File: config.mk
export PLATFORM = sky130hd
export DESIGN_NAME = cos_mul
export DESIGN_NICKNAME = d
export VERILOG_FILES = /design/src/hdl/cos_pkg.sv /design/src/hdl/cos_mul.sv
export SDC_FILE = /design/constraint.sdc
export NUM_CORES = 1
export LEC_CHECK = 0
export ABC_CLOCK_PERIOD_IN_PS = 7700
export BUFFER_PORTS_ARGS = -buffer_cell sky130_fd_sc_hd__buf_2
export CORE_MARGIN = 2
export CORE_UTILIZATION = 60
export CTS_BUF_LIST = sky130_fd_sc_hd__clkbuf_8
export DETAILED_ROUTE_END_ITERATION = 7
export GPL_ROUTABILITY_DRIVEN = 0
export PLACE_DENSITY = 0.88
export SLEW_MARGIN = 10
export SYNTH_ARGS = -nofsm -noshare
export SYNTH_HDL_FRONTEND = slang
export SYNTH_SLANG_ARGS = --single-unit
File: constraint.sdc
create_clock -name i_clk -period 7.7 [get_ports i_clk]
set_input_delay 0.385 -clock i_clk [delete_from_list [all_inputs] [get_ports i_clk]]
set_output_delay 0.385 -clock i_clk [all_outputs]
set_load 0.01 [all_outputs]
File: src/hdl/cos_pkg.sv
// ----------------------------------------------------------------------------
// cos_pkg
// Types, constants and saturating helpers for the clock offset smoother.
// ----------------------------------------------------------------------------
package cos_pkg;

    localparam int TIME_FRAC_BITS = 32;
    localparam int FREQ_FRAC_BITS = 48;
    localparam int SH_TIME        = TIME_FRAC_BITS;
    localparam int SH_FREQ        = FREQ_FRAC_BITS;
    localparam int SH_HALF        = FREQ_FRAC_BITS + 1;
    localparam int SH_S1          = TIME_FRAC_BITS + FREQ_FRAC_BITS;

    localparam int IN_DATA_W  = 232;
    localparam int IN_USER_W  = 2;
    localparam int OUT_DATA_W = 64;
    localparam int OUT_USER_W = 1;
    localparam int CFG_ADDR_W = 1;
    localparam int CFG_DATA_W = 49;

    typedef logic signed [63:0] t_s64;
    typedef logic [63:0]        t_u64;
    typedef logic [127:0]       t_u128;

    localparam t_s64 S64_MAX = {1'b0, {63{1'b1}}};
    localparam t_s64 S64_MIN = {1'b1, 63'b0};
    localparam t_s64 ONE_FREQ = t_s64'(64'd1 << FREQ_FRAC_BITS);

    localparam logic [13:0] LOCK_RATIO = 14'd10000;

    localparam logic [CFG_ADDR_W-1:0] CFG_MAX_FREQUENCY   = 1'b0;
    localparam logic [CFG_ADDR_W-1:0] CFG_MAX_WANDER_RATE = 1'b1;

    typedef enum logic [1:0] {
        OP_QUERY  = 2'd0,
        OP_ADJUST = 2'd1,
        OP_CHANGE = 2'd2,
        OP_RESET  = 2'd3
    } t_opcode;

    typedef enum logic [4:0] {
        S_IDLE,
        S_DISP,
        S_WAIT,
        S_INT0,
        S_INT_LOOP,
        S_INT_WL,
        S_INT_OFF,
        S_INT_TAIL,
        S_INT_END,
        S_EMIT,
        S_ADJ1,
        S_ADJ2,
        S_RB0,
        S_RB1,
        S_RB2,
        S_RB3,
        S_RB_TRY,
        S_RB_L,
        S_RB_D,
        S_RB_E,
        S_RB_G,
        S_RB_G2,
        S_RB_H,
        S_RB_FIN,
        S_SH0,
        S_SH1
    } t_state;

    function automatic t_s64 sadd(t_s64 a, t_s64 b);
        logic signed [64:0] s;
        s = {a[63], a} + {b[63], b};
        if (s[64] != s[63]) begin
            return s[64] ? S64_MIN : S64_MAX;
        end
        return s[63:0];
    endfunction

    function automatic t_s64 ssub(t_s64 a, t_s64 b);
        logic signed [64:0] s;
        s = {a[63], a} - {b[63], b};
        if (s[64] != s[63]) begin
            return s[64] ? S64_MIN : S64_MAX;
        end
        return s[63:0];
    endfunction

    function automatic t_u64 mag(t_s64 a);
        return a[63] ? t_u64'(-a) : t_u64'(a);
    endfunction

    function automatic t_s64 from_mag(logic neg, t_u64 m);
        if (!neg) begin
            return m[63] ? S64_MAX : t_s64'(m);
        end
        return m[63] ? S64_MIN : -t_s64'(m);
    endfunction

    function automatic t_u64 u64sat(t_u128 x);
        return (|x[127:64]) ? {64{1'b1}} : x[63:0];
    endfunction

    function automatic t_u128 shl_sat(t_u64 m, int sh);
        t_u128 x;
        x = {64'b0, m};
        if (sh == 0 || m == '0) begin
            return x;
        end
        if ((x >> (128 - sh)) != '0) begin
            return {128{1'b1}};
        end
        return x << sh;
    endfunction

    function automatic t_u128 add_sat128(t_u128 a, t_u128 b);
        logic [128:0] s;
        s = {1'b0, a} + {1'b0, b};
        return s[128] ? {128{1'b1}} : s[127:0];
    endfunction

    function automatic t_s64 mulsh_res(t_u128 p, int sh, logic neg);
        return from_mag(neg, u64sat(p >> sh));
    endfunction

    function automatic t_s64 divsh_res(t_u128 q, logic neg, logic bz, logic az, logic aneg);
        if (bz) begin
            if (az) begin
                return '0;
            end
            return aneg ? S64_MIN : S64_MAX;
        end
        return from_mag(neg, u64sat(q));
    endfunction

endpackage

File: src/hdl/cos_mul.sv
// ----------------------------------------------------------------------------
// cos_mul
// Shift-add 64 x 64 unsigned multiplier, one bit per cycle.
// ----------------------------------------------------------------------------
module cos_mul (
    input  logic           i_clk,
    input  logic           i_rst_n,
    input  logic           i_go,
    input  cos_pkg::t_u64  i_a,
    input  cos_pkg::t_u64  i_b,
    output logic           o_busy,
    output cos_pkg::t_u128 o_prod
);
    import cos_pkg::*;

    logic        r_busy, n_busy;
    logic [5:0]  r_cnt, n_cnt;
    t_u64        r_a, n_a;
    t_u128       r_p, n_p;
    logic [64:0] w_sum;

    always_comb begin
        w_sum  = {1'b0, r_p[127:64]} + (r_p[0] ? {1'b0, r_a} : 65'd0);
        n_busy = r_busy;
        n_cnt  = r_cnt;
        n_a    = r_a;
        n_p    = r_p;
        if (i_go) begin
            n_busy = 1'b1;
            n_cnt  = '0;
            n_a    = i_a;
            n_p    = {64'b0, i_b};
        end else if (r_busy) begin
            n_p   = {w_sum, r_p[63:1]};
            n_cnt = r_cnt + 6'd1;
            if (r_cnt == 6'd63) begin
                n_busy = 1'b0;
            end
        end
    end

    always_ff @(posedge i_clk) begin
        if (!i_rst_n) begin
            r_busy <= 1'b0;
        end else begin
            r_busy <= n_busy;
        end
    end

    always_ff @(posedge i_clk) begin
        r_cnt <= n_cnt;
        r_a   <= n_a;
        r_p   <= n_p;
    end

    assign o_busy = r_busy;
    assign o_prod = r_p;

endmodule

==> metrics.csv <==
metric,value,unit
wire_per_inst,19.3,um
vdd_drop_max,0.000149,V
r2r_cells,15,
die_x,139,um
drive_gt1_frac,0.302,
drt_iter0_drc,766,
ys_seq_area_frac,0.482,
ys_warn_count,0,
crit_chain,buf_4 -> and2_1 -> ha_1 -> fa_1 -> a21o_1 -> a311o_1 -> a21o_1 -> a211oi_1 -> o41a_1 -> o31ai_2 -> a211oi_2 -> o21ai_1 -> a221oi_1 -> xor2_1 -> o21ai_0,
synth_edf_count,128,
tightest_slew,1010,ps
p_per_area,203,mW/mm^2
clock_path_buffers,2,
root_buffer,clkbuf_8,
rr_startpoint,o_prod[0],
cts_max_level,4,
critical_path.slowest_cell,fa_1,
critical_path.max_fanout,65,
synth_async_sr_flop_share,0,
numPlacedInstances,1457,
period_share,0.572,
cts_hold_buf,0,
maxCapViolations,0,
min_to,r_a[55],
p_int,1.75,mW
fin_ws,3300,ps
synth.cell_area,0.0109,sq mm
cp-start-kind,flip-flop,
hold_class,primary input to flip-flop,
nets,1444,
whs,45.1,ps
hold_viol,0,
p_leak,5.74,nW
hold_start,i_a[55],
seqPwrFrac,0.500,
routed_wl,28700,um
combPwrFrac,0.226,
ys_types,62,
grt_use_total,0.293,
antenna_found_initial,1,
clkPwrFrac,0.273,
reg2reg_to,o_prod[113],
cp-end-kind,flip-flop,
cts_buffers,17,
path_clk_slew,130,ps
grt_pass1_vias,8928,
syn_to_final_growth,17.4,%
final_common_cell,buf_2,
dpl.hpwl,20900,um
via_count,8933,
io_pins,260,
crit_family,compound AO/OA/AOI/OAI gates,
rrSetupSlack,3300,ps
mostFrequentLayoutCells,"buf_2 (258), edfxtp_1 (128), nand2_1 (83), a21oi_1 (76), dfxtp_1 (70)",
slowest_delay,420,ps
drc,0,
gr-total-overflow,0,
coreArea,0.0179,sq mm
postSynthAreaPerCell,10.8,sq um
row_count,49,
post_cts_resized,0,
min_period,4400,ps
syn-num-nets,1206,
die_area,0.0193,sq mm
rsz0062_at_grt,false,
worstHoldPathCells,1,
clkLatencyLatePin,500,ps
slew_violations,0,
crit_top_cell,a21o_1,
path_class,flip-flop to flip-flop,
skew,20.7,ps
pre_cts_slack,3340,ps
crit_buf_inv,1,
synth_cells,1009,
cts_sinks,199,
fmax,227,MHz
slew_headroom,0.329,
ys_ff_latch,199,
status,finished clean,
cp.required,8050,ps
drt_pass1_iterations,6,
die_y,139,um
grt_max_degree,66,
ys.flop_type,edfxtp_1,
setup_viol,0,
p_sw_frac,0.327,
post-route-util,0.716,
drtAntennaViolNets,0,
grt_pass1_wl,45200,um
port_buffers,259,
vias_per_cell,6.00,
post_cts_buffers,0,
stdcell_count,1490,
arrival,4750,ps
cts_tree,done,
p_sw,848,uW
initial_core_util,0.610,
tns,0,ps
## metrics by stage
stage / cell area, sq um / power (mW)
finish: 12800 / 2.60
global route: 12800 / 2.70
CTS: 12800 / 2.61
detailed placement: 12400 / 1.90
global placement: 12400 / 1.88
floorplan: 10900 / 1.69
## routing by layer
| metal | part of all wire | global-route usage |
|---|---|---|
| met3 | 0.079 | 0.0836 |
| met1 | 0.38 | 0.339 |
| met4 | 0.033 | 0.115 |
| met5 | 0 | 0 |
| met2 | 0.50 | 0.513 |
## sequential cells by signal, summed over array words and instances, names as in the netlist
signal and flops:
o_busy 1, r_cnt 6, r_a 64, o_prod 128
## power groups by stage
stage | Combinational, mW | Clock, mW | Sequential [mW]
floorplan | 0.353 | 0 | 1.34
global placement | 0.560 | 0 | 1.32
detailed placement | 0.577 | 0 | 1.32
CTS | 0.583 | 0.723 | 1.30
global route | 0.636 | 0.755 | 1.31
finish | 0.587 | 0.710 | 1.30
## Yosys cell counts, drive strengths merged (11+ instances only)
cell type	instances	area, sq um
nor2	60	228
xor2	22	193
a211oi	11	87.6
a21o	38	285
o21ai	57	285
nand2	83	312
clkbuf	40	150
edfxtp	128	3840
mux2i	29	290
a21oi	76	380
nand3	16	80.1
dfxtp	71	1420
xnor2	40	350
and2	67	419
nand4	17	106
ha	65	813
inv	12	45.0
mux2	65	732
## final cells by class
type	count	area, sq um
antenna	1	2.50
clock buffer	17	234
clock inverter	15	196
fill	1302	5090
inverter	12	45.0
multi-input combinational	752	5430
sequential	199	5270
tap	229	287
timing repair buffer	265	1350
## cells by family (layout without fill, tap and decap cells)
family,Yosys count,in the layout,share of synthesized area
flip-flops,199,199,0.482
multiplexers,94,94,0.0936
XOR/XNOR,62,62,0.0497
AO/OA/AOI/OAI,250,250,0.151
AND/OR/NAND/NOR,280,280,0.127
buffers and inverters,58,309,0.0202
adder cells (fa/ha/maj),66,66,0.0763
other,0,1,0
## worst max-delay path by stage
stage / from / to / slack, ps / depth (start not counted)
finish: o_prod[0] / o_prod[113] / 3300 / 15
global route: o_prod[0] / o_prod[113] / 3020 / 15
CTS: o_prod[0] / o_prod[113] / 3280 / 15
detailed placement: o_prod[0] / o_prod[113] / 3340 / 15
global placement: o_prod[0] / o_prod[113] / 3460 / 15
floorplan: o_prod[0] / o_prod[113] / 3760 / 16
Power figures use the tool's default switching activity.
