### src/hdl/cos_pkg.sv
// ----------------------------------------------------------------------------
// cos_pkg
// Types, constants and saturating helpers for the clock offset smoother.
// ----------------------------------------------------------------------------
package cos_pkg;

    localparam int TIME_FRAC_BITS = 32;
    localparam int FREQ_FRAC_BITS = 48;
    localparam int SH_TIME        = TIME_FRAC_BITS;
    localparam int SH_FREQ        = FREQ_FRAC_BITS;
    localparam int SH_HALF        = FREQ_FRAC_BITS + 1;
    localparam int SH_S1          = TIME_FRAC_BITS + FREQ_FRAC_BITS;

    localparam int IN_DATA_W  = 232;
    localparam int IN_USER_W  = 2;
    localparam int OUT_DATA_W = 64;
    localparam int OUT_USER_W = 1;
    localparam int CFG_ADDR_W = 1;
    localparam int CFG_DATA_W = 49;

    typedef logic signed [63:0] t_s64;
    typedef logic [63:0]        t_u64;
    typedef logic [127:0]       t_u128;

    localparam t_s64 S64_MAX = {1'b0, {63{1'b1}}};
    localparam t_s64 S64_MIN = {1'b1, 63'b0};
    localparam t_s64 ONE_FREQ = t_s64'(64'd1 << FREQ_FRAC_BITS);

    localparam logic [13:0] LOCK_RATIO = 14'd10000;

    localparam logic [CFG_ADDR_W-1:0] CFG_MAX_FREQUENCY   = 1'b0;
    localparam logic [CFG_ADDR_W-1:0] CFG_MAX_WANDER_RATE = 1'b1;

    typedef enum logic [1:0] {
        OP_QUERY  = 2'd0,
        OP_ADJUST = 2'd1,
        OP_CHANGE = 2'd2,
        OP_RESET  = 2'd3
    } t_opcode;

    typedef enum logic [4:0] {
        S_IDLE,
        S_DISP,
        S_WAIT,
        S_INT0,
        S_INT_LOOP,
        S_INT_WL,
        S_INT_OFF,
        S_INT_TAIL,
        S_INT_END,
        S_EMIT,
        S_ADJ1,
        S_ADJ2,
        S_RB0,
        S_RB1,
        S_RB2,
        S_RB3,
        S_RB_TRY,
        S_RB_L,
        S_RB_D,
        S_RB_E,
        S_RB_G,
        S_RB_G2,
        S_RB_H,
        S_RB_FIN,
        S_SH0,
        S_SH1
    } t_state;

    function automatic t_s64 sadd(t_s64 a, t_s64 b);
        logic signed [64:0] s;
        s = {a[63], a} + {b[63], b};
        if (s[64] != s[63]) begin
            return s[64] ? S64_MIN : S64_MAX;
        end
        return s[63:0];
    endfunction

    function automatic t_s64 ssub(t_s64 a, t_s64 b);
        logic signed [64:0] s;
        s = {a[63], a} - {b[63], b};
        if (s[64] != s[63]) begin
            return s[64] ? S64_MIN : S64_MAX;
        end
        return s[63:0];
    endfunction

    function automatic t_u64 mag(t_s64 a);
        return a[63] ? t_u64'(-a) : t_u64'(a);
    endfunction

    function automatic t_s64 from_mag(logic neg, t_u64 m);
        if (!neg) begin
            return m[63] ? S64_MAX : t_s64'(m);
        end
        return m[63] ? S64_MIN : -t_s64'(m);
    endfunction

    function automatic t_u64 u64sat(t_u128 x);
        return (|x[127:64]) ? {64{1'b1}} : x[63:0];
    endfunction

    function automatic t_u128 shl_sat(t_u64 m, int sh);
        t_u128 x;
        x = {64'b0, m};
        if (sh == 0 || m == '0) begin
            return x;
        end
        if ((x >> (128 - sh)) != '0) begin
            return {128{1'b1}};
        end
        return x << sh;
    endfunction

    function automatic t_u128 add_sat128(t_u128 a, t_u128 b);
        logic [128:0] s;
        s = {1'b0, a} + {1'b0, b};
        return s[128] ? {128{1'b1}} : s[127:0];
    endfunction

    function automatic t_s64 mulsh_res(t_u128 p, int sh, logic neg);
        return from_mag(neg, u64sat(p >> sh));
    endfunction

    function automatic t_s64 divsh_res(t_u128 q, logic neg, logic bz, logic az, logic aneg);
        if (bz) begin
            if (az) begin
                return '0;
            end
            return aneg ? S64_MIN : S64_MAX;
        end
        return from_mag(neg, u64sat(q));
    endfunction

endpackage

### src/hdl/cos_sqrt.sv
// ----------------------------------------------------------------------------
// cos_sqrt
// Digit-by-digit integer square root of a 128-bit value, one bit per cycle.
// ----------------------------------------------------------------------------
module cos_sqrt (
    input  logic           i_clk,
    input  logic           i_rst_n,
    input  logic           i_go,
    input  cos_pkg::t_u128 i_x,
    output logic           o_busy,
    output cos_pkg::t_u64  o_root
);
    import cos_pkg::*;

    logic        r_busy, n_busy;
    logic [5:0]  r_cnt, n_cnt;
    t_u128       r_x, n_x;
    logic [66:0] r_rem, n_rem;
    t_u64        r_root, n_root;
    logic [66:0] w_rem2;
    logic [66:0] w_trial;
    logic        w_ge;

    always_comb begin
        w_rem2  = {r_rem[64:0], r_x[127:126]};
        w_trial = {1'b0, r_root, 2'b01};
        w_ge    = w_rem2 >= w_trial;
        n_busy  = r_busy;
        n_cnt   = r_cnt;
        n_x     = r_x;
        n_rem   = r_rem;
        n_root  = r_root;
        if (i_go) begin
            n_busy = 1'b1;
            n_cnt  = '0;
            n_x    = i_x;
            n_rem  = '0;
            n_root = '0;
        end else if (r_busy) begin
            n_rem  = w_ge ? (w_rem2 - w_trial) : w_rem2;
            n_root = {r_root[62:0], w_ge};
            n_x    = {r_x[125:0], 2'b00};
            n_cnt  = r_cnt + 6'd1;
            if (r_cnt == 6'd63) begin
                n_busy = 1'b0;
            end
        end
    end

    always_ff @(posedge i_clk) begin
        if (!i_rst_n) begin
            r_busy <= 1'b0;
        end else begin
            r_busy <= n_busy;
        end
    end

    always_ff @(posedge i_clk) begin
        r_cnt  <= n_cnt;
        r_x    <= n_x;
        r_rem  <= n_rem;
        r_root <= n_root;
    end

    assign o_busy = r_busy;
    assign o_root = r_root;

endmodule

### config.mk
export PLATFORM = sky130hd
export DESIGN_NAME = cos_sqrt
export DESIGN_NICKNAME = d
export VERILOG_FILES = /design/src/hdl/cos_pkg.sv /design/src/hdl/cos_sqrt.sv
export SDC_FILE = /design/constraint.sdc
export NUM_CORES = 1
export LEC_CHECK = 0
export BUFFER_PORTS_ARGS = -buffer_cell sky130_fd_sc_hd__buf_2
export CORE_ASPECT_RATIO = 0.7
export CORE_MARGIN = 3
export CORE_UTILIZATION = 30
export DETAILED_ROUTE_END_ITERATION = 12
export PLACE_DENSITY = 0.53
export SLEW_MARGIN = 20
export SYNTH_ARGS = -nofsm -noshare
export SYNTH_HDL_FRONTEND = slang
export SYNTH_SLANG_ARGS = --single-unit
### constraint.sdc
create_clock -name i_clk -period 6.66 [get_ports i_clk]
set_input_delay 0.999 -clock i_clk [delete_from_list [all_inputs] [get_ports i_clk]]
set_output_delay 0.999 -clock i_clk [all_outputs]
set_load 0.01 [all_outputs]
==> metrics <==
run status=complete, no violations; Hold Crit Depth=2; reg-to-reg slack, setup=2270 ps; CTS Sinks=264; total core area=0.04977 mm2; hold crit path type=reg -> reg; post-synthesis cell type count=85; sequential area share after synthesis=43.10%; # setup viols final=0; Root Buffer=clkbuf_16; placed insts=2349; R2R depth=11; total number of vias=12260; max frequency=0.2279 GHz; peak supply drop=0.1990 mV; clock skew=18.90 ps; post-CTS setup buffer count=0; Num CTS Buffers=31; share of layout cells above drive strength 1=23.31%; WS Path Type=reg -> reg; post-route ant nets=0; average footprint of a synthesized cell=9.661 um2; Syn Nets=1775; gr usage total=15.63%; Initial Util=30.61%; DR vias/cell=5.086; CTS tree=done; RePlAce Congestion=0.8772; Ports=196; crit path max fanout=35; cts hold-fix bufs=0; Arr. time, crit path=4830 ps; Synth Instances=1577; Hold Violations, Final=0; Post-synth top cells=nor2_1, nand2_1, dfxtp_1; overall routed net length=42850 um; EDFF count, synth=128; detailed placement HPWL=30710 um; # DRC=0; WL/cell=17.77 um; Reg-to-Reg End=r_rem[56]$_SDFFE_PP0P_; Async SR Flop Fraction=0%; Critical path buffers and inverters=1; post-synthesis register bit count=264; Final Slew Violations=0; DIE WIDTH=275.3 um; fin crit period=4389 ps; cell area power density=424.4 mW/mm2; Endpoint, Worst Hold=r_rem[31]$_SDFFE_PP0P_; vias in the first global route=11690; prevailing post-synth register cell=dfxtp_1; slew margin rel.=35.58%; Synth area leader=edfxtp_1; Worst Path Required=7100 ps; first drt pass iteration count=5; clk buf depth=3; non-filler instance count after layout=2411; Skew-Pair Late Insertion Delay=590 ps; hold_sp=r_rem[29]$_SDFFE_PP0P_; critical path, cell by cell=inv_1 -> ha_1 -> a21oi_1 -> o21ai_0 -> a211o_1 -> a21o_1 -> o2111ai_4 -> a21bo_2 -> nand3_2 -> nand2b_1 -> o21ai_0; post-cts resize count=0; crit end category=flip-flop; delay-heaviest family, CP=compound AO/OA/AOI/OAI gates; CP max stage delay=820 ps; DIE AREA=0.05357 mm2; largest cells by area after synthesis=edfxtp_1, dfxtp_1, mux2_2, ha_1, mux2i_1; unrepaired setup endpoints after global routing=false; IO Port Bufs=195; slowest CP cell=nand2b_1; antenna violations before repair=3; most common cell in the synthesized netlist=nor2_1; share of the synthesized area in the top cell type=25.23%; most frequent CP cell=o21ai_0; Final Cycle Share=65.90%; largest net degree at the start of global routing=162; Cell Area, Synth=0.01523 mm2; DR iter-0 viols=852; die height=194.5 um; first-pass GRT wire length=67350 um; num rows=68; synth warn=0; reg2reg start=o_root[12]$_SDFFE_PP0P_; Clock Pin Slew Worst Setup and Hold Paths=60 ps; total gr overflow=0; LEAKAGE=7.129 nW; TNS Setup=0 ps; Final Net Count=1915; Worst Max-Slew Pin Slew=966.2 ps; Critical Path Start Type=flip-flop; Max-Cap Viols=0; Area Overhead vs Synth=16.66%; H-tree level count=1
how the worst max path moves through the flow:
stage / from / endpoint / slack, ps / cells after the start
floorplan: i_go / r_x[0]$_SDFFCE_PN0P_ / 2310 / 3
global placement: o_root[52]$_SDFFE_PP0P_ / r_rem[39]$_SDFFE_PP0P_ / 2530 / 11
detailed placement: o_root[12]$_SDFFE_PP0P_ / r_rem[55]$_SDFFE_PP0P_ / 2410 / 11
CTS: o_root[12]$_SDFFE_PP0P_ / r_rem[56]$_SDFFE_PP0P_ / 2340 / 11
global route: o_root[12]$_SDFFE_PP0P_ / r_rem[56]$_SDFFE_PP0P_ / 2050 / 11
finish: o_root[12]$_SDFFE_PP0P_ / r_rem[56]$_SDFFE_PP0P_ / 2270 / 11
layout make-up:
| type | instances | area [um2] |
|---|---|---|
| clock inverters | 15 | 177.7 |
| multi-input cells | 1122 | 7898 |
| fillers | 5079 | 32000 |
| inverters | 94 | 355.3 |
| well taps | 665 | 832.0 |
| repair buffers | 204 | 1066 |
| flip-flops and latches | 264 | 6570 |
| clock buffers | 43 | 864.6 |
| diodes | 4 | 10.01 |
cell usage in the layout, fill, tap and decap left out, types with 53 or more instances in the layout:
master      n
buf_2     194
nand2_1   154
o21ai_0    53
a21oi_1    88
edfxtp_1  128
dfxtp_1   135
ha_1       67
inv_1      93
nor2_1    170
mux2_2    129
mux2i_1    73
tightest hold or removal path: stages, from the launching register on:
cell,delay [ps]
dfxtp_1,320
nand2_1,60
a311oi_1,70
per-layer routing:
layer  up-vias  track usage, %  wire [um]
met1      5900           24.42      22070
met4         0           3.635        925
met5         -               0          0
met3        57           3.307       2645
li1       6015               -          -
met2       290           21.59      17210
cell families after synthesis:
logic type	count (synthesis)	synth area share (%)
adders and majority gates	67	5.503
and+or+nand+nor	463	13.84
DFF	264	43.10
AOI/OAI and AO/OA	340	15.29
muxes	202	14.33
buffers and inverters	191	5.059
xor gates and xnor gates	50	2.875
flip-flops by register name, indices dropped and copies added (netlist names):
| register | count |
|---|---|
| o_busy | 1 |
| o_root | 64 |
| r_cnt | 6 |
| r_rem | 65 |
| r_x | 128 |
per-stage QoR:
stage | util, % | hold slack, ps | setup WS [ps] | power, mW | area [um2]
6_report | 35.71 | 491.5 | 2271 | 7.544 | 17770
5_1_grt | 35.70 | 515.5 | 2049 | 8.105 | 17770
4_1_cts | 35.69 | 488.7 | 2344 | 7.564 | 17760
3_5_place_dp | 33.59 | 479.4 | 2409 | 5.739 | 16720
3_3_place_gp | 33.59 | 471.6 | 2530 | 5.731 | 16720
2_1_floorplan | - | 451.4 | 2310 | 4.818 | 15230
where the power goes:
group / total [mW] / switching [mW] / internal (mW) / leakage (nW)
combinational: 3.74 / 2.38 / 1.35 / 4.23
clock: 1.76 / 0.728 / 1.03 / 0.505
sequential: 2.05 / 0.131 / 1.92 / 2.40
total: 7.54 / 3.24 / 4.30 / 7.13
Power figures use the tool's default switching activity.
