### config.mk
export PLATFORM = sky130hd
export DESIGN_NAME = cos_div
export DESIGN_NICKNAME = d
export VERILOG_FILES = /design/src/hdl/cos_pkg.sv /design/src/hdl/cos_div.sv
export SDC_FILE = /design/constraint.sdc
export NUM_CORES = 1
export LEC_CHECK = 0
export BUFFER_PORTS_ARGS = -buffer_cell sky130_fd_sc_hd__buf_2
export CORE_ASPECT_RATIO = 0.8
export CORE_MARGIN = 1.5
export CORE_UTILIZATION = 48
export CTS_CLUSTER_DIAMETER = 120
export DETAILED_ROUTE_END_ITERATION = 7
export GPL_ROUTABILITY_DRIVEN = 0
export PLACE_DENSITY = 0.82
export SETUP_SLACK_MARGIN = 0.2
export SLEW_MARGIN = 20
export SYNTH_ARGS = -nofsm -noshare
export SYNTH_HDL_FRONTEND = slang
export SYNTH_SLANG_ARGS = --single-unit
export TNS_END_PERCENT = 50
### constraint.sdc
create_clock -name i_clk -period 5.3 [get_ports i_clk]
set_clock_uncertainty 0.2 [all_clocks]
set_input_delay 0 -clock i_clk [delete_from_list [all_inputs] [get_ports i_clk]]
set_output_delay 0 -clock i_clk [all_outputs]
set_load 0.01 [all_outputs]
### src/hdl/cos_pkg.sv
// ----------------------------------------------------------------------------
// cos_pkg
// Types, constants and saturating helpers for the clock offset smoother.
// ----------------------------------------------------------------------------
package cos_pkg;

    localparam int TIME_FRAC_BITS = 32;
    localparam int FREQ_FRAC_BITS = 48;
    localparam int SH_TIME        = TIME_FRAC_BITS;
    localparam int SH_FREQ        = FREQ_FRAC_BITS;
    localparam int SH_HALF        = FREQ_FRAC_BITS + 1;
    localparam int SH_S1          = TIME_FRAC_BITS + FREQ_FRAC_BITS;

    localparam int IN_DATA_W  = 232;
    localparam int IN_USER_W  = 2;
    localparam int OUT_DATA_W = 64;
    localparam int OUT_USER_W = 1;
    localparam int CFG_ADDR_W = 1;
    localparam int CFG_DATA_W = 49;

    typedef logic signed [63:0] t_s64;
    typedef logic [63:0]        t_u64;
    typedef logic [127:0]       t_u128;

    localparam t_s64 S64_MAX = {1'b0, {63{1'b1}}};
    localparam t_s64 S64_MIN = {1'b1, 63'b0};
    localparam t_s64 ONE_FREQ = t_s64'(64'd1 << FREQ_FRAC_BITS);

    localparam logic [13:0] LOCK_RATIO = 14'd10000;

    localparam logic [CFG_ADDR_W-1:0] CFG_MAX_FREQUENCY   = 1'b0;
    localparam logic [CFG_ADDR_W-1:0] CFG_MAX_WANDER_RATE = 1'b1;

    typedef enum logic [1:0] {
        OP_QUERY  = 2'd0,
        OP_ADJUST = 2'd1,
        OP_CHANGE = 2'd2,
        OP_RESET  = 2'd3
    } t_opcode;

    typedef enum logic [4:0] {
        S_IDLE,
        S_DISP,
        S_WAIT,
        S_INT0,
        S_INT_LOOP,
        S_INT_WL,
        S_INT_OFF,
        S_INT_TAIL,
        S_INT_END,
        S_EMIT,
        S_ADJ1,
        S_ADJ2,
        S_RB0,
        S_RB1,
        S_RB2,
        S_RB3,
        S_RB_TRY,
        S_RB_L,
        S_RB_D,
        S_RB_E,
        S_RB_G,
        S_RB_G2,
        S_RB_H,
        S_RB_FIN,
        S_SH0,
        S_SH1
    } t_state;

    function automatic t_s64 sadd(t_s64 a, t_s64 b);
        logic signed [64:0] s;
        s = {a[63], a} + {b[63], b};
        if (s[64] != s[63]) begin
            return s[64] ? S64_MIN : S64_MAX;
        end
        return s[63:0];
    endfunction

    function automatic t_s64 ssub(t_s64 a, t_s64 b);
        logic signed [64:0] s;
        s = {a[63], a} - {b[63], b};
        if (s[64] != s[63]) begin
            return s[64] ? S64_MIN : S64_MAX;
        end
        return s[63:0];
    endfunction

    function automatic t_u64 mag(t_s64 a);
        return a[63] ? t_u64'(-a) : t_u64'(a);
    endfunction

    function automatic t_s64 from_mag(logic neg, t_u64 m);
        if (!neg) begin
            return m[63] ? S64_MAX : t_s64'(m);
        end
        return m[63] ? S64_MIN : -t_s64'(m);
    endfunction

    function automatic t_u64 u64sat(t_u128 x);
        return (|x[127:64]) ? {64{1'b1}} : x[63:0];
    endfunction

    function automatic t_u128 shl_sat(t_u64 m, int sh);
        t_u128 x;
        x = {64'b0, m};
        if (sh == 0 || m == '0) begin
            return x;
        end
        if ((x >> (128 - sh)) != '0) begin
            return {128{1'b1}};
        end
        return x << sh;
    endfunction

    function automatic t_u128 add_sat128(t_u128 a, t_u128 b);
        logic [128:0] s;
        s = {1'b0, a} + {1'b0, b};
        return s[128] ? {128{1'b1}} : s[127:0];
    endfunction

    function automatic t_s64 mulsh_res(t_u128 p, int sh, logic neg);
        return from_mag(neg, u64sat(p >> sh));
    endfunction

    function automatic t_s64 divsh_res(t_u128 q, logic neg, logic bz, logic az, logic aneg);
        if (bz) begin
            if (az) begin
                return '0;
            end
            return aneg ? S64_MIN : S64_MAX;
        end
        return from_mag(neg, u64sat(q));
    endfunction

endpackage

### src/hdl/cos_div.sv
// ----------------------------------------------------------------------------
// cos_div
// Restoring 128 / 64 unsigned divider, one quotient bit per cycle.
// ----------------------------------------------------------------------------
module cos_div (
    input  logic           i_clk,
    input  logic           i_rst_n,
    input  logic           i_go,
    input  cos_pkg::t_u128 i_num,
    input  cos_pkg::t_u64  i_den,
    output logic           o_busy,
    output cos_pkg::t_u128 o_quot
);
    import cos_pkg::*;

    logic       r_busy, n_busy;
    logic [6:0] r_cnt, n_cnt;
    t_u128      r_x, n_x;
    t_u64       r_rem, n_rem;
    t_u64       r_d, n_d;
    t_u64       w_rem2;
    logic       w_ge;

    always_comb begin
        w_rem2 = {r_rem[62:0], r_x[127]};
        w_ge   = r_rem[63] || (w_rem2 >= r_d);
        n_busy = r_busy;
        n_cnt  = r_cnt;
        n_x    = r_x;
        n_rem  = r_rem;
        n_d    = r_d;
        if (i_go) begin
            n_busy = 1'b1;
            n_cnt  = '0;
            n_x    = i_num;
            n_rem  = '0;
            n_d    = i_den;
        end else if (r_busy) begin
            n_rem = w_ge ? (w_rem2 - r_d) : w_rem2;
            n_x   = {r_x[126:0], w_ge};
            n_cnt = r_cnt + 7'd1;
            if (r_cnt == 7'd127) begin
                n_busy = 1'b0;
            end
        end
    end

    always_ff @(posedge i_clk) begin
        if (!i_rst_n) begin
            r_busy <= 1'b0;
        end else begin
            r_busy <= n_busy;
        end
    end

    always_ff @(posedge i_clk) begin
        r_cnt <= n_cnt;
        r_x   <= n_x;
        r_rem <= n_rem;
        r_d   <= n_d;
    end

    assign o_busy = r_busy;
    assign o_quot = r_x;

endmodule

==> results.cfg, run 1 <==
[clock_network]
clk_pin_slew_ns = 0.07
tritoncts = built
cts_htree_levels = 1
cts_max_path_buffers = 3
cts-root-buf = clkbuf_16
clk_latency_ns = 0.58
cts_buffers = 28
clock_sinks = 264
post_cts_buffers = 0

[logic_synthesis]
async_reset_ff_share_pct = 0
synthesis.instances = 1351
ys_types = 65
yosysSeqAreaShare_pct = 50.2
netlist_area_um2 = 14400
synth_edf_count = 192
ys_warn_count = 0
synth-main-ff-cell = edfxtp_1
synth_nets = 1612
ys_ff_latch = 264
synth_area_per_cell_um2 = 10.6

[timing]
final_hold_viol_count = 0
fmax_mhz = 255
setup_viol = 0
setup_slack_ns = 1.38
post-route-min-period_ns = 3.92
slew_violations = 0
setup_tns_ns = 0
rsz0062_at_grt = false
fin_crit_sh_pct = 74.0
worstMarginPinSlew_ns = 1.04
maxSlewHeadroom_pct = 30.8

[global_route]
grt.busiest_layer = met2
grt_antenna_before_repair = 3
met2_usage_pct = 51.4
grt_max_degree = 129
track_usage_pct = 29.5
grt_pass1_wl_um = 71600
gr-usage-met1_pct = 36.1
globalRoute.totalOverflow = 0
grt_pass1_vias = 13100
grtUsageMet3_pct = 5.62

[floorplan]
rows = 56
dieArea_um2 = 31000
core_area_um2 = 29400
initial_core_util_pct = 48.9
die-width_um = 196
die_h_um = 158
io_pins = 324

[worst_setup_path]
reg2reg_depth = 13
cp-end-kind = flop
crit_start = o_quot[127]
start_kind = flop
r2r-end = r_rem[41]
criticalPathCategory = reg2reg
r2r_setup_slack_ns = 1.38
rr_startpoint = o_quot[127]
crit_arrival_ns = 4.22
crit_end = r_rem[41]
worst_ep_required_time_ns = 5.60
worstPathMaxFanout = 48

[route]
drt_pass1_iterations = 8
drtIter0Drc = 1523
drcViolationCount = 0
vias_per_cell = 5.80
ant_nets = 0
wl_per_cell_um = 20.7
vias = 13300
finalWirelength_um = 47500

[final_layout]
final_nets = 2160
fillers = 2077
drive_above_1_share_pct = 26.7
utilization_pct = 67.7
syn2layout_area_growth_pct = 38.3

[power_and_ir_drop]
p_leak_nw = 8.34
p_per_area_nw_per_um2 = 315
ir_drop_mv = 0.266

[place]
post-place-ws_ns = 1.32
hpwl_um = 29100
portBuffers = 323

[min_path]
worstHoldPathCells = 2
worstHoldPathType = in2reg

[job]
drv_cap = 0

[status]
status = complete, no violations
-- repair_timing --
item / CTS / global route
endpoints found under the hold margin: 246 / 0
hold buffers: 258 / 0
resized for setup: 0 / 0
-- cells in the final DEF, fill, tap and decap left out, types with 23 or more instances in the layout --
cell type,Yosys,layout
dfxtp_1,72,71
a21oi_1,91,91
xnor2_1,35,35
nor2_1,103,103
clkbuf_16,0,29
buf_2,6,322
xor2_1,23,23
a21o_1,30,30
o21ai_0,48,48
a311oi_1,43,43
ha_1,65,65
edfxtp_1,192,192
inv_1,80,79
mux2_2,128,128
dlygate4sd3_1,0,258
nand4_1,29,29
nand2_1,163,163
-- cell usage after synthesis, types with 8 or more instances --
cell type / count / share of area, %
clkbuf_1: 60 / 1.6
nor2b_1: 16 / 0.70
ha_1: 65 / 5.7
mux2_2: 128 / 10
a21o_1: 30 / 1.6
o21ai_0: 48 / 1.7
nand4_1: 29 / 1.3
nand2_1: 163 / 4.3
a31oi_1: 12 / 0.52
inv_1: 80 / 2.1
xnor2_1: 35 / 2.1
a21oi_1: 91 / 3.2
a211oi_1: 10 / 0.52
nor3_1: 9 / 0.31
o21bai_1: 17 / 0.89
dfxtp_1: 72 / 10
o21a_1: 8 / 0.42
nand3_1: 15 / 0.52
edfxtp_1: 192 / 40
a311oi_1: 43 / 2.6
xor2_1: 23 / 1.4
mux2i_1: 8 / 0.56
nor2_1: 103 / 2.7
-- worst min-delay path by stage --
stage	slack, ns	startpoint	end
CTS	0.004	i_den[49]	r_d[49]
finish	0.03	i_den[48]	r_d[48]
global route	0.01	i_den[48]	r_d[48]
floorplan	-0.10	i_den[0]	r_d[0]
global placement	-0.02	i_den[45]	r_d[45]
detailed placement	-0.02	i_den[26]	r_d[26]
-- cells by family after synthesis --
logic type / Yosys count / synth area share (%)
AND/OR/NAND/NOR: 369 / 11.4
XOR/XNOR: 58 / 3.54
adder cells (fa/ha/maj): 66 / 5.80
buffers and inverters: 149 / 4.02
flip-flops: 264 / 50.2
AO/OA/AOI/OAI: 309 / 14.5
multiplexers: 136 / 10.6
-- report_power, final --
group,leakage [nW],switching (W),internal [W]
sequential,2.51,0.000142,0.00245
combinational,5.35,0.000844,0.000664
clock,0.488,0.000882,0.00127
-- worst max-delay path, stage by stage (launching register included) --
cell      delay, ns
edfxtp_1       0.36
inv_1          0.06
ha_1           0.22
fa_1           0.39
nand2b_1       0.17
a211oi_1       0.33
o211ai_1       0.17
nand4_2        0.17
nand2_1        0.09
o21a_1         0.28
o31ai_4        0.46
buf_12         0.31
nand2_1        0.35
o21ai_0        0.28
-- sequential cells by signal, indices dropped and copies added (netlist names) --
| signal | cells |
|---|---|
| o_busy | 1 |
| o_quot | 128 |
| r_cnt | 7 |
| r_d | 64 |
| r_rem | 64 |
-- metrics by stage --
stage	instances	power [W]	hold slack, ns	instance area [um^2]
after floorplan	1351	0.00346	-0.101	14400
after global placement	1988	0.00385	-0.0219	16300
after detailed placement	1988	0.00389	-0.0219	16300
after CTS	2297	0.00616	0.00395	19900
after global routing	2298	0.00647	0.0102	19900
final	2298	0.00625	0.0278	19900
-- routing by layer --
| layer | part of all wire [%] | up-vias |
|---|---|---|
| li1 | - | 6061 |
| met1 | 38 | 6304 |
| met2 | 49 | 791 |
| met3 | 8.6 | 160 |
| met4 | 5.0 | 4 |
| met5 | 0.051 | - |
-- layout make-up --
type                            count  area, um^2  share of cell area (%)
Antenna cell                        1        2.50                  0.0126
Clock buffer                       35         768                    3.87
Clock inverter                     16         229                    1.15
Inverter                           80         303                    1.52
Multi-Input combinational cell    938        6590                    33.2
Sequential cell                   264        7210                    36.3
Tap cell                          377         472                    2.37
Timing Repair Buffer              587        4290                    21.6
Power figures use the tool's default switching activity.
==> run 2, diff against run 1 <==
clock period = 4 ns   (was 5.3 ns; I/O delays follow)
==> results.cfg, run 2 (synthesis gave the netlist of run 1 again) <==
[power_and_ir_drop]
p_leak_nw = 8.50
p_per_area_nw_per_um2 = 406
clkPwrFrac_pct = 33.2
combPwrFrac_pct = 25.1
power_frac_seq_pct = 41.7
ir_drop_mv = 0.368
swShare_pct = 30.1
p_sw_w = 0.00248
p_int_w = 0.00574

[floorplan]
die-width_um = 196
core_area_um2 = 29400
initial_core_util_pct = 48.9
die_h_um = 158
rows = 56
dieArea_um2 = 31000
io_pins = 324

[final_layout]
final_nets = 2201
largest_reg_flops = 128
syn2layout_area_growth_pct = 40.8
postLayoutCellArea_um2 = 20200
final_cell_mix = buf_2 (322), dlygate4sd3_1 (285), edfxtp_1 (192)
layout_commonest_cell = buf_2
drive_above_1_share_pct = 27.3

[timing]
maxSlewHeadroom_pct = 46.6
setup_viol = 0
fmax_mhz = 277
worstMarginPinSlew_ns = 0.801
slew_violations = 0
setup_tns_ns = 0
fin_crit_sh_pct = 90.2
post-route-min-period_ns = 3.61
final_hold_viol_count = 0
rsz0062_at_grt = true

[worst_setup_path]
start_kind = flop
worst_ep_required_time_ns = 4.21
worstPathMaxFanout = 3
crit_arrival_ns = 3.82
cp-end-kind = flop
criticalPathCategory = reg2reg

[global_route]
grt_antenna_before_repair = 2
grt_pass1_vias = 13400
grt_pass1_wl_um = 71700
track_usage_pct = 29.4
globalRoute.totalOverflow = 0
grt_max_degree = 128

[route]
wl_per_cell_um = 20.2
vias_per_cell = 5.77
drtIter0Drc = 1387
finalWirelength_um = 47300
drt_pass1_iterations = 8
drcViolationCount = 0
vias = 13500
ant_nets = 0

[status]
status = complete, no violations

[clock_network]
cts-root-buf = clkbuf_16
clk_latency_ns = 0.57
cts_buffers = 28
tritoncts = built
cts_max_path_buffers = 3
clock_sinks = 264
clk_pin_slew_ns = 0.07
cts_htree_levels = 1

[job]
drv_cap = 0

[place]
hpwl_um = 28500
portBuffers = 323
dpl_cell_area_um2 = 16400

[min_path]
worstHoldPathType = in2reg
run 2: final timing paths:
kind                             startpoint        end  slack, ns  depth (start not counted)
worst max-delay path            o_quot[127]  r_rem[62]       0.39                         14
worst min-delay path              i_den[47]    r_d[47]       0.04                          2
worst max register to register  o_quot[127]  r_rem[62]       0.39                         14
worst min register to register    r_rem[63]  r_rem[63]       0.28                          2
run 2: per-layer routing:
metal / up-vias / wire length (um) / GRT usage [%]
met5: - / 11 / 0
met4: 2 / 2470 / 13.6
met3: 174 / 4020 / 5.41
met2: 815 / 22800 / 50.5
met1: 6370 / 18000 / 36.1
li1: 6138 / - / -
run 2: cell type report:
| cell class | count | area (um^2) |
|---|---|---|
| clock inverter | 18 | 211 |
| timing repair buffer | 628 | 4660 |
| antenna | 1 | 2.50 |
| multi-input combinational | 938 | 6650 |
| clock buffer | 34 | 733 |
| sequential | 264 | 7210 |
| fill | 2049 | 9120 |
| tap | 377 | 472 |
| inverter | 80 | 304 |
run 2: timing repair:
action                     in CTS  in global routing
buffers inserted                1                  2
cloned                          0                  0
setup endpoints to repair       1                 27
hold endpoints to repair      241                  0
hold buffers                  285                  0
pin swaps                       1                  6
gates resized for setup         1                 13
run 2: critical path, stage by stage (launching register included):
cell and delay, ns:
edfxtp_1 0.36, inv_1 0.05, ha_2 0.20, fa_2 0.40, nand2b_4 0.16, a211oi_4 0.24, or2_1 0.16, nand2_2 0.08
a2111oi_4 0.42, a2bb2oi_2 0.22, a21o_1 0.19, nand2_1 0.08, or4_1 0.51, nand4_1 0.10, a311oi_1 0.08
run 2: through the flow:
stage               hold slack, ns  setup WS [ns]  cells  util (%)  total power, W
floorplan                   -0.101          0.371   1351         -         0.00458
global placement           -0.0213          0.221   1999      55.7         0.00510
detailed placement         -0.0219          0.126   1999      55.7         0.00516
CTS                        0.00918          0.286   2337      68.7         0.00808
global route                0.0229          0.187   2339      68.9         0.00852
finish                      0.0415          0.391   2340      68.9         0.00822
run 2: power groups by stage:
stage          combinational (W)  sequential (W)  clock, W
2_1_floorplan            0.00111         0.00348         0
3_3_place_gp             0.00166         0.00344         0
3_5_place_dp             0.00170         0.00345         0
4_1_cts                  0.00196         0.00340   0.00272
5_1_grt                  0.00222         0.00345   0.00286
6_report                 0.00206         0.00343   0.00273
==> run 3, diff against run 2 <==
CORE_ASPECT_RATIO = 0.5   (was 0.8)
==> results.cfg, run 3 (synthesis gave the netlist of run 1 again) <==
[timing]
rsz0062_at_grt = true
final_hold_viol_count = 0
worstMarginPinSlew_ns = 0.716
post-route-min-period_ns = 3.69
maxSlewHeadroom_pct = 52.3
fin_crit_sh_pct = 92.3
setup_tns_ns = 0
slew_violations = 0
setup_viol = 0
fmax_mhz = 271

[worst_setup_path]
critPathSlowestCell = o41ai_1
cp-end-kind = flop
worst_ep_required_time_ns = 4.26
path_buf_inv = 1
criticalPathCategory = reg2reg
crit_cells = 13
crit_chain = inv_1, ha_1, nand2_1, o21bai_1, nand3b_1, a211o_1, o21ai_0, a21oi_1, a41oi_1, o41ai_1, xor2_1, nand2_1, a311oi_1
start_kind = flop
reg2reg_depth = 13
cp_top_family = compound AO/OA/AOI/OAI gates
crit_arrival_ns = 3.95
crit_start = r_d[2]
rr_startpoint = r_d[2]
cp_common_cell = nand2_1
worstPathMaxFanout = 5
max_stage_delay_ns = 0.55

[final_layout]
syn2layout_area_growth_pct = 40.2
final_cells = 2346
largest_reg_flops = 128
final_cell_mix = buf_2 (322), dlygate4sd3_1 (282), edfxtp_1 (192)
drive_above_1_share_pct = 27.4
final_nets = 2196
layout_commonest_cell = buf_2
utilization_pct = 68.9
regArea_um2 = 7210
multi_input_area_um2 = 6650
fillers = 1964
postLayoutCellArea_um2 = 20100

[clock_network]
clock_sinks = 264
tritoncts = built
cts_htree_levels = 1
cts_max_path_buffers = 3
cts-root-buf = clkbuf_16
clk_latency_ns = 0.56
cts_buffers = 25
clk_pin_slew_ns = 0.07

[global_route]
track_usage_pct = 29.0
grt_antenna_before_repair = 2
grt_pass1_vias = 13400
grt_max_degree = 107
globalRoute.totalOverflow = 0
grt_pass1_wl_um = 71400

[job]
drv_cap = 0

[floorplan]
rows = 44
dieArea_um2 = 31000
core_area_um2 = 29200
initial_core_util_pct = 49.2
io_pins = 324
die_h_um = 125
die-width_um = 248

[route]
drcViolationCount = 2
vias_per_cell = 5.71
wl_per_cell_um = 19.7
drt_pass1_iterations = 8
finalWirelength_um = 46200
vias = 13400
drtIter0Drc = 1374
ant_nets = 0

[min_path]
worstHoldPathCells = 2
worstHoldPathType = in2reg
holdCritStartpoint = i_den[18]

[power_and_ir_drop]
p_per_area_nw_per_um2 = 398
ir_drop_mv = 0.323
p_leak_nw = 8.45

[status]
status = finished with violations
violations = design-rule violations

[place]
dpl_cell_area_um2 = 16400
dp_cells = 2012
portBuffers = 323
hpwl_um = 26700
run 3: cell types whose count changed in the layout (fill, tap and decap cells not counted), moves of 3 or more:
| cell | before | now |
|---|---|---|
| clkbuf_16 | 28 | 25 |
| clkinv_2 | 6 | 2 |
| clkbuf_8 | 1 | 4 |
| clkbuf_1 | 5 | 2 |
| dlygate4sd3_1 | 285 | 282 |
| clkinvlp_4 | 2 | 5 |
run 3: routing by layer:
layer,GRT usage (%),vias up,share of wire [%]
li1,-,6138,-
met1,35.5,6292,39
met2,50.9,779,49
met3,4.89,174,7.7
met4,11.6,2,4.2
met5,0,-,0.028
run 3: final cells by class:
class | instances | area share (%)
clock inverters | 15 | 0.832
clock buffers | 31 | 3.42
flip-flops and latches | 264 | 35.8
multi-input cells | 938 | 33.0
diodes | 1 | 0.0124
well taps | 391 | 2.43
repair buffers | 626 | 23.0
inverters | 80 | 1.51
run 3: worst register-to-register path, stage by stage, from the launching register on:
cell and delay, ns:
edfxtp_1 0.35, inv_1 0.05, ha_1 0.40, nand2_1 0.10, o21bai_1 0.18, nand3b_1 0.09, a211o_1 0.20, o21ai_0 0.20
a21oi_1 0.42, a41oi_1 0.37, o41ai_1 0.55, xor2_1 0.18, nand2_1 0.06, a311oi_1 0.24
run 3: where the power goes:
group / switching (W) / internal (W) / total [W] / leakage [nW]
Combinational: 0.00114 / 0.000929 / 0.00207 / 5.54
Clock: 0.00115 / 0.00138 / 0.00253 / 0.409
Sequential: 0.000175 / 0.00324 / 0.00341 / 2.51
run 3: path summary, 6_finish.rpt:
| check | end | slack (ns) |
|---|---|---|
| max | r_rem[47] | 0.31 |
| min | r_d[18] | 0.06 |
| max reg2reg | r_rem[47] | 0.31 |
| min reg2reg | r_rem[63] | 0.27 |
run 3: what timing repair did:
item,CTS,global route
setup buffers,0,5
hold endpoints to repair,234,0
gates resized for setup,0,10
setup endpoints to repair,0,25
hold buffers,282,0
run 3: per-stage QoR:
step,hold slack [ns],worst slack [ns],total power [W]
floorplan,-0.101,0.371,0.00458
global placement,-0.0238,0.285,0.00510
detailed placement,-0.0219,0.214,0.00514
CTS,0.00194,0.203,0.00787
global route,0.0411,0.183,0.00832
finish,0.0572,0.306,0.00802
